$ cat src/sv/dss_pkg.sv
package dss_pkg;

    // Store geometry
    localparam int DEPTH = 16;
    localparam int AW    = (DEPTH > 1) ? $clog2(DEPTH) : 1;
    localparam int CW    = $clog2(DEPTH + 1);
    localparam int WW    = 32;

    typedef logic [AW-1:0]        addr_t;
    typedef logic [CW-1:0]        count_t;
    typedef logic signed [WW-1:0] word_t;

    // Command codes carried on the input side
    typedef enum logic [2:0] {
        CMD_PUSH_A = 3'd0,
        CMD_PUSH_B = 3'd1,
        CMD_POP_A  = 3'd2,
        CMD_POP_B  = 3'd3,
        CMD_LIST_A = 3'd4,
        CMD_LIST_B = 3'd5
    } cmd_t;

    // Result status codes
    typedef enum logic [1:0] {
        ST_OK    = 2'd0,
        ST_OVER  = 2'd1,
        ST_UNDER = 2'd2
    } status_t;

    // Access request from the controller to the store
    typedef struct packed {
        logic  wr_en;
        addr_t wr_addr;
        logic  rd_en;
        addr_t rd_addr;
    } ram_req_t;

endpackage

$ cat src/sv/dual_stack_shared_memory.sv
// Channel   | Signals                                  | Fields, low bit up
// ----------+------------------------------------------+----------------------------------
// input     | s_axis_tvalid/tready, tuser, tdata       | tuser: cmd[2:0]; tdata: push_value
// output    | m_axis_tvalid/tready, tuser, tdata, tlast| tuser: status[1:0]; tdata: data
//
// A push, an overflow or an underflow passes the accept cycle (store write for a push
// that fits) and then the emit state, which loads the result register. A pop issues its
// store read at accept; the registered read data loads the result register in the
// readout state. A list of n words makes one store read port access per word.
// Reset clears both stack counts; store contents stay undefined until pushed.
// A stalled output holds the controller in place; the result register frees the
// input side once the final result of an item is loaded.
module dual_stack_shared_memory (
    input  logic        clk,
    input  logic        rst_n,
    input  logic        s_axis_tvalid,
    output logic        s_axis_tready,
    input  logic [2:0]  s_axis_tuser,   // cmd[2:0]
    input  logic [31:0] s_axis_tdata,   // push_value[31:0]
    output logic        m_axis_tvalid,
    input  logic        m_axis_tready,
    output logic [1:0]  m_axis_tuser,   // status[1:0]
    output logic [31:0] m_axis_tdata,   // data[31:0]
    output logic        m_axis_tlast
);

    typedef enum logic [1:0] {
        S_IDLE,
        S_EMIT,
        S_RDOUT
    } state_t;

    state_t             state_reg,      state_next;
    dss_pkg::count_t    count_a_reg,    count_a_next;
    dss_pkg::count_t    count_b_reg,    count_b_next;
    dss_pkg::addr_t     ptr_reg,        ptr_next;
    logic               is_list_reg,    is_list_next;
    logic               dir_b_reg,      dir_b_next;
    dss_pkg::status_t   res_status_reg, res_status_next;
    logic               out_valid_reg,  out_valid_next;
    dss_pkg::status_t   out_status_reg, out_status_next;
    dss_pkg::word_t     out_data_reg,   out_data_next;
    logic               out_last_reg,   out_last_next;

    dss_pkg::ram_req_t  ram_req;
    dss_pkg::word_t     ram_rd_data;

    logic               in_fire;
    logic               slot_free;
    logic               full;
    logic               list_last;
    dss_pkg::count_t    a_top;
    dss_pkg::count_t    b_push;
    dss_pkg::count_t    b_top;
    dss_pkg::addr_t     ptr_step;

    dss_ram u_ram (
        .clk     (clk),
        .req     (ram_req),
        .wr_data (dss_pkg::word_t'(s_axis_tdata)),
        .rd_data (ram_rd_data)
    );

    assign s_axis_tready = (state_reg == S_IDLE);
    assign in_fire       = s_axis_tvalid && s_axis_tready;
    assign slot_free     = !out_valid_reg || m_axis_tready;

    // Stack tops and fill check
    assign full   = ({1'b0, count_a_reg} + {1'b0, count_b_reg})
                    >= (dss_pkg::CW + 1)'(dss_pkg::DEPTH);
    assign a_top  = count_a_reg - dss_pkg::CW'(1);
    assign b_push = dss_pkg::CW'(dss_pkg::DEPTH - 1) - count_b_reg;
    assign b_top  = dss_pkg::CW'(dss_pkg::DEPTH) - count_b_reg;

    // List walk: A walks down to word 0, B walks up to the top word
    assign list_last = !is_list_reg ||
                       (dir_b_reg ? (ptr_reg == dss_pkg::AW'(dss_pkg::DEPTH - 1))
                                  : (ptr_reg == '0));
    assign ptr_step  = dir_b_reg ? (ptr_reg + dss_pkg::AW'(1)) : (ptr_reg - dss_pkg::AW'(1));

    always_comb
    begin
        state_next      = state_reg;
        count_a_next    = count_a_reg;
        count_b_next    = count_b_reg;
        ptr_next        = ptr_reg;
        is_list_next    = is_list_reg;
        dir_b_next      = dir_b_reg;
        res_status_next = res_status_reg;
        out_status_next = out_status_reg;
        out_data_next   = out_data_reg;
        out_last_next   = out_last_reg;
        out_valid_next  = out_valid_reg && !m_axis_tready;
        ram_req         = '0;

        unique case (state_reg)
            S_IDLE:
            begin
                // Decode the item and start its store access
                if (in_fire)
                begin
                    unique case (s_axis_tuser)
                        dss_pkg::CMD_PUSH_A:
                        begin
                            state_next = S_EMIT;
                            if (full)
                            begin
                                res_status_next = dss_pkg::ST_OVER;
                            end
                            else
                            begin
                                res_status_next = dss_pkg::ST_OK;
                                ram_req.wr_en   = 1'b1;
                                ram_req.wr_addr = count_a_reg[dss_pkg::AW-1:0];
                                count_a_next    = count_a_reg + dss_pkg::CW'(1);
                            end
                        end
                        dss_pkg::CMD_PUSH_B:
                        begin
                            state_next = S_EMIT;
                            if (full)
                            begin
                                res_status_next = dss_pkg::ST_OVER;
                            end
                            else
                            begin
                                res_status_next = dss_pkg::ST_OK;
                                ram_req.wr_en   = 1'b1;
                                ram_req.wr_addr = b_push[dss_pkg::AW-1:0];
                                count_b_next    = count_b_reg + dss_pkg::CW'(1);
                            end
                        end
                        dss_pkg::CMD_POP_A, dss_pkg::CMD_LIST_A:
                        begin
                            if (count_a_reg == '0)
                            begin
                                state_next      = S_EMIT;
                                res_status_next = dss_pkg::ST_UNDER;
                            end
                            else
                            begin
                                state_next      = S_RDOUT;
                                is_list_next    = (s_axis_tuser == dss_pkg::CMD_LIST_A);
                                dir_b_next      = 1'b0;
                                ptr_next        = a_top[dss_pkg::AW-1:0];
                                ram_req.rd_en   = 1'b1;
                                ram_req.rd_addr = a_top[dss_pkg::AW-1:0];
                                if (s_axis_tuser == dss_pkg::CMD_POP_A)
                                begin
                                    count_a_next = a_top;
                                end
                            end
                        end
                        dss_pkg::CMD_POP_B, dss_pkg::CMD_LIST_B:
                        begin
                            if (count_b_reg == '0)
                            begin
                                state_next      = S_EMIT;
                                res_status_next = dss_pkg::ST_UNDER;
                            end
                            else
                            begin
                                state_next      = S_RDOUT;
                                is_list_next    = (s_axis_tuser == dss_pkg::CMD_LIST_B);
                                dir_b_next      = 1'b1;
                                ptr_next        = b_top[dss_pkg::AW-1:0];
                                ram_req.rd_en   = 1'b1;
                                ram_req.rd_addr = b_top[dss_pkg::AW-1:0];
                                if (s_axis_tuser == dss_pkg::CMD_POP_B)
                                begin
                                    count_b_next = count_b_reg - dss_pkg::CW'(1);
                                end
                            end
                        end
                        default:
                        begin
                            // Drop unknown commands without a result
                            state_next = S_IDLE;
                        end
                    endcase
                end
            end
            S_EMIT:
            begin
                // Load a status-only result once the output register frees
                if (slot_free)
                begin
                    out_valid_next  = 1'b1;
                    out_status_next = res_status_reg;
                    out_data_next   = '0;
                    out_last_next   = 1'b1;
                    state_next      = S_IDLE;
                end
            end
            S_RDOUT:
            begin
                // Load the registered store word and fetch the next one of a list
                if (slot_free)
                begin
                    out_valid_next  = 1'b1;
                    out_status_next = dss_pkg::ST_OK;
                    out_data_next   = ram_rd_data;
                    out_last_next   = list_last;
                    if (list_last)
                    begin
                        state_next = S_IDLE;
                    end
                    else
                    begin
                        ptr_next        = ptr_step;
                        ram_req.rd_en   = 1'b1;
                        ram_req.rd_addr = ptr_step;
                    end
                end
            end
            default:
            begin
                state_next = S_IDLE;
            end
        endcase
    end

    // Hold control state and the result register
    always_ff @(posedge clk or negedge rst_n)
    begin
        if (!rst_n)
        begin
            state_reg      <= S_IDLE;
            count_a_reg    <= '0;
            count_b_reg    <= '0;
            ptr_reg        <= '0;
            is_list_reg    <= 1'b0;
            dir_b_reg      <= 1'b0;
            res_status_reg <= dss_pkg::ST_OK;
            out_valid_reg  <= 1'b0;
            out_status_reg <= dss_pkg::ST_OK;
            out_data_reg   <= '0;
            out_last_reg   <= 1'b0;
        end
        else
        begin
            state_reg      <= state_next;
            count_a_reg    <= count_a_next;
            count_b_reg    <= count_b_next;
            ptr_reg        <= ptr_next;
            is_list_reg    <= is_list_next;
            dir_b_reg      <= dir_b_next;
            res_status_reg <= res_status_next;
            out_valid_reg  <= out_valid_next;
            out_status_reg <= out_status_next;
            out_data_reg   <= out_data_next;
            out_last_reg   <= out_last_next;
        end
    end

    assign m_axis_tvalid = out_valid_reg;
    assign m_axis_tuser  = out_status_reg;
    assign m_axis_tdata  = out_data_reg;
    assign m_axis_tlast  = out_last_reg;

endmodule

$ cat src/sv/dss_ram.sv
module dss_ram (
    input  logic              clk,
    input  dss_pkg::ram_req_t req,
    input  dss_pkg::word_t    wr_data,
    output dss_pkg::word_t    rd_data
);

    dss_pkg::word_t mem [dss_pkg::DEPTH];
    dss_pkg::word_t rd_data_reg;

    // Write one word, read one word with registered data
    always_ff @(posedge clk)
    begin
        if (req.wr_en)
        begin
            mem[req.wr_addr] <= wr_data;
        end
        if (req.rd_en)
        begin
            rd_data_reg <= mem[req.rd_addr];
        end
    end

    assign rd_data = rd_data_reg;

endmodule

$ cat config.mk
export PLATFORM = sky130hd
export DESIGN_NAME = dual_stack_shared_memory
export DESIGN_NICKNAME = d
export VERILOG_FILES = /design/src/sv/dss_pkg.sv /design/src/sv/dual_stack_shared_memory.sv /design/src/sv/dss_ram.sv
export SDC_FILE = /design/constraint.sdc
export NUM_CORES = 1
export LEC_CHECK = 0
export ABC_CLOCK_PERIOD_IN_PS = 4150
export BUFFER_PORTS_ARGS = -buffer_cell sky130_fd_sc_hd__buf_4
export CORE_ASPECT_RATIO = 1.1
export CORE_UTILIZATION = 39
export CTS_BUF_LIST = sky130_fd_sc_hd__clkbuf_4
export DETAILED_ROUTE_END_ITERATION = 8
export GPL_TIMING_DRIVEN = 0
export MAX_ROUTING_LAYER = met4
export SLEW_MARGIN = 20
export SYNTH_ARGS = -nofsm -noshare
export SYNTH_HDL_FRONTEND = slang
export SYNTH_SLANG_ARGS = --single-unit
$ cat constraint.sdc
create_clock -name clk -period 4.15 [get_ports clk]
set_input_delay 1.245 -clock clk [delete_from_list [all_inputs] [get_ports clk]]
set_output_delay 1.245 -clock clk [all_outputs]
set_load 0.01 [all_outputs]
==> impl_metrics.env <==
export IMPL_synth_distinct_cells=64
export IMPL_path_delay_family="simple AND/OR/NAND/NOR gates"
export IMPL_synth_top_area_share_pct=67.4
export IMPL_overflow=0
export IMPL_start_util_pct=39.5
export IMPL_dr_wl_met2_um=30900
export IMPL_max_freq_mhz=250
export IMPL_pwr_density_cell_nw_per_um2=624
export IMPL_numCtsBuffers=151
export IMPL_cp_slowest_cell="nor3_1"
export IMPL_p_int_mw=11.5
export IMPL_fin_cells=2853
export IMPL_status="finished, final reports clean"
export IMPL_grt_pass1_wl_um=95400
export IMPL_synth_nets=1722
export IMPL_crit_fanout=10
export IMPL_dpl_cell_count=2587
export IMPL_pwr_share_clk_pct=27.7
export IMPL_maxCapViolations=0
export IMPL_p_switching_mw=6.23
export IMPL_synth_area_leaders="edfxtp_1 (67%), dfrtp_1 (5.8%), nand2_1 (5.4%), mux2i_1 (4.6%), mux2_1 (2.6%)"
export IMPL_wl_met1_um=26800
export IMPL_rsz0062_at_grt="no"
export IMPL_cts_tree="built"
export IMPL_hold_viol=0
export IMPL_worstReg2RegEnd="u_ram.rd_data[10]"
export IMPL_clk_insertion_delay_late_ns=0.99
export IMPL_wl_per_cell_um=22.4
export IMPL_nNetsFinal=1973
export IMPL_cts_path_max_buffers=3
export IMPL_seq_area_sq_um=17700
export IMPL_synth_edf_count=544
export IMPL_worst_path_buf_inv=3
export IMPL_cp_arrival_ns=4.67
export IMPL_finalSetupViolCount=0
export IMPL_finalPower_mw=17.8
export IMPL_postCtsHoldBufs=0
export IMPL_combinationalPowerShare_pct=31.0
export IMPL_dieArea_sq_um=63200
export IMPL_synth_xor_xnor_area_share_pct=0.614
export IMPL_seqPwrFrac_pct=41.3
export IMPL_p_leak_nw=10.1
export IMPL_area_delta_synth_final_pct=17.4
export IMPL_antenna_found_initial=3
export IMPL_avgSynthCellArea_sq_um=14.6
export IMPL_fp_dieW_um=240
export IMPL_grt_max_degree=57
export IMPL_cp_cell_sequence="clkbuf_1 -> inv_1 -> ha_1 -> nor2b_1 -> a21boi_0 -> o311a_1 -> nor3_1 -> clkbuf_1 -> nand3_1 -> nand4_1 -> o221ai_1"
export IMPL_skew_ns=0.0872
export IMPL_cts_sinks=600
export IMPL_port_buffers=73
export IMPL_drive_gt1_share_pct=21.1
export IMPL_swShare_pct=35.1
export IMPL_place_hpwl_um=42100
export IMPL_place_gp_congestion=0.869
export IMPL_worst_slack_ns=0.147
export IMPL_die_h_um=264
export IMPL_irDropWorstVdd_mv=0.359
export IMPL_worstSetupEndpointType="register"
export IMPL_ys_seq_area_share_pct=73.1
export IMPL_min_period_over_period_pct=96.5
export IMPL_fill_cells=5452
export IMPL_r2r_start="count_a_reg[0]"
export IMPL_synth_compound_area_share_pct=5.95
export IMPL_period_minus_slack_ns=4.00
export IMPL_wl_met3_um=4950
export IMPL_synthMuxAreaShare_pct=7.55
export IMPL_ys_seq_elements=600
export IMPL_reg2reg_depth=11
export IMPL_min_path_type="primary input to async pin"
export IMPL_ant_nets=0
export IMPL_synthCells=1665
export IMPL_vias_per_cell=5.31
export IMPL_synth_common_cells="edfxtp_1 (544), nand2_1 (347), mux2i_1 (112), o21ai_0 (71), nand3_1 (67)"
export IMPL_wl_um=64000
export IMPL_worst_path_stages=11
export IMPL_initialDrtViolationCount=1337
export IMPL_required_ns=4.82
export IMPL_fp_row_count=95
export IMPL_criticalPathCategory="register to register"
export IMPL_r2r_setup_slack_ns=0.15
export IMPL_netlist_area_sq_um=24300
export IMPL_core_sq_um=61300
export IMPL_grt_pass1_vias=15400
export IMPL_multi_input_area_sq_um=6040
export IMPL_cts_clk_slew_worst_paths_ns=0.08
export IMPL_synth_most_common_cell="edfxtp_1"
export IMPL_cts_htree_levels=4
export IMPL_ios=76
export IMPL_slew_violations=0
export IMPL_routed_top_layer="met4"
export IMPL_vias=15100
export IMPL_ys_flop_type="edfxtp_1"
export IMPL_largest_reg_flops=512
export IMPL_postSynth_asyncResetShare_pct=9.33
export IMPL_synth_top_area_cell="edfxtp_1"
export IMPL_grt_use_total_pct=21.4
export IMPL_worst_pin_slew_ns=1.08
export IMPL_dr_pass1_iters=5
export IMPL_place_ws_ns=-0.258
export IMPL_clockRootBuffer="clkbuf_4"
export IMPL_synthAdderAreaFrac_pct=1.03
export IMPL_yosys_area_share_simple_pct=9.28
export IMPL_cp_slowest_stage_delay_ns=0.72
export IMPL_yosys_warnings=0
export IMPL_start_kind="register"
export IMPL_timing_critical_path_mode_cell="clkbuf_1"
export IMPL_postCtsSetupBuffers=0
export IMPL_synth_top_family_by_area="simple AND/OR/NAND/NOR gates"
export IMPL_drc=0
export IMPL_slew_headroom_pct=26.9
per-layer routing:
layer  vias to the layer above  track usage (%)
li1                       6871                -
met1                      7560             26.6
met2                       596             33.6
met3                       113             5.63
met4                         0             7.61
met5                         -                -
how the worst max path moves through the flow:
stage                                   end       startpoint  slack, ns
after floorplan             u_ram.mem[8][0]  s_axis_tuser[0]      -0.06
after global placement     u_ram.mem[2][14]  s_axis_tuser[0]      -2.03
after detailed placement  u_ram.rd_data[21]  s_axis_tuser[1]      -0.26
after CTS                 u_ram.rd_data[29]     state_reg[0]       0.22
after global routing      u_ram.rd_data[10]   count_a_reg[0]       0.10
final                     u_ram.rd_data[10]   count_a_reg[0]       0.15
power groups by stage:
stage	logic (mW)	registers (mW)	clock network, mW
floorplan	3.36	7.45	0
global placement	5.35	7.47	0
detailed placement	5.51	7.47	0
CTS	5.53	7.34	5.05
global route	5.95	7.38	5.35
finish	5.50	7.34	4.93
through the flow:
stage          hold slack (ns)  TNS, ns  util, %  area (sq um)
2_1_floorplan            0.466   -14.33        -         24300
3_3_place_gp             0.468  -883.34     42.1         25800
3_5_place_dp             0.471   -10.34     43.3         26600
4_1_cts                  0.323        0     46.4         28500
5_1_grt                  0.354        0     46.4         28500
6_report                 0.384        0     46.4         28500
cell families (layout without fill, tap and decap cells):
family,after synthesis,after routing
adders and majority gates,19,19
other,0,4
muxes,175,175
buffers and inverters,113,473
AOI/OAI and AO/OA,220,220
xor gates and xnor gates,17,17
and+or+nand+nor,521,521
DFF,600,600
worst reg2reg max path, cell delays in order (launching register included):
cell and delay (ns):
dfrtp_1 0.34, clkbuf_1 0.35, inv_1 0.15, ha_1 0.26, nor2b_1 0.15, a21boi_0 0.13, o311a_1 0.44, nor3_1 0.72
clkbuf_1 0.64, nand3_1 0.17, nand4_1 0.18, o221ai_1 0.16
layout make-up:
type / instances / share of cell area (%)
repair buffers: 98 / 4.14
clock buffers: 224 / 5.90
inverters: 18 / 0.237
plain buffers: 95 / 1.84
diodes: 4 / 0.0351
well taps: 824 / 3.62
clock inverters: 38 / 0.734
flip-flops and latches: 600 / 62.3
multi-input cells: 952 / 21.2
placed cells by master, fill, tap and decap left out, types with 13 or more instances in the layout:
| cell | n |
|---|---|
| ha_1 | 16 |
| buf_4 | 75 |
| a21oi_1 | 14 |
| buf_6 | 15 |
| xnor2_1 | 13 |
| o221ai_1 | 31 |
| inv_1 | 18 |
| buf_2 | 36 |
| dfrtp_1 | 56 |
| mux2i_1 | 112 |
| nor2_1 | 19 |
| clkbuf_4 | 224 |
| nand2_1 | 346 |
| o21ai_0 | 71 |
| a32oi_1 | 35 |
| mux2_1 | 55 |
| nand4_1 | 34 |
| buf_16 | 18 |
| clkinv_1 | 24 |
| edfxtp_1 | 544 |
| nand3_1 | 67 |
| clkbuf_1 | 37 |
| o21ai_1 | 41 |
| nor2_4 | 15 |
what timing repair did:
item | CTS | global route
resized for setup | 0 | 2
hold endpoints to repair | 0 | 0
endpoints found under the setup margin | 0 | 2
(Power assumes the default switching activity.)
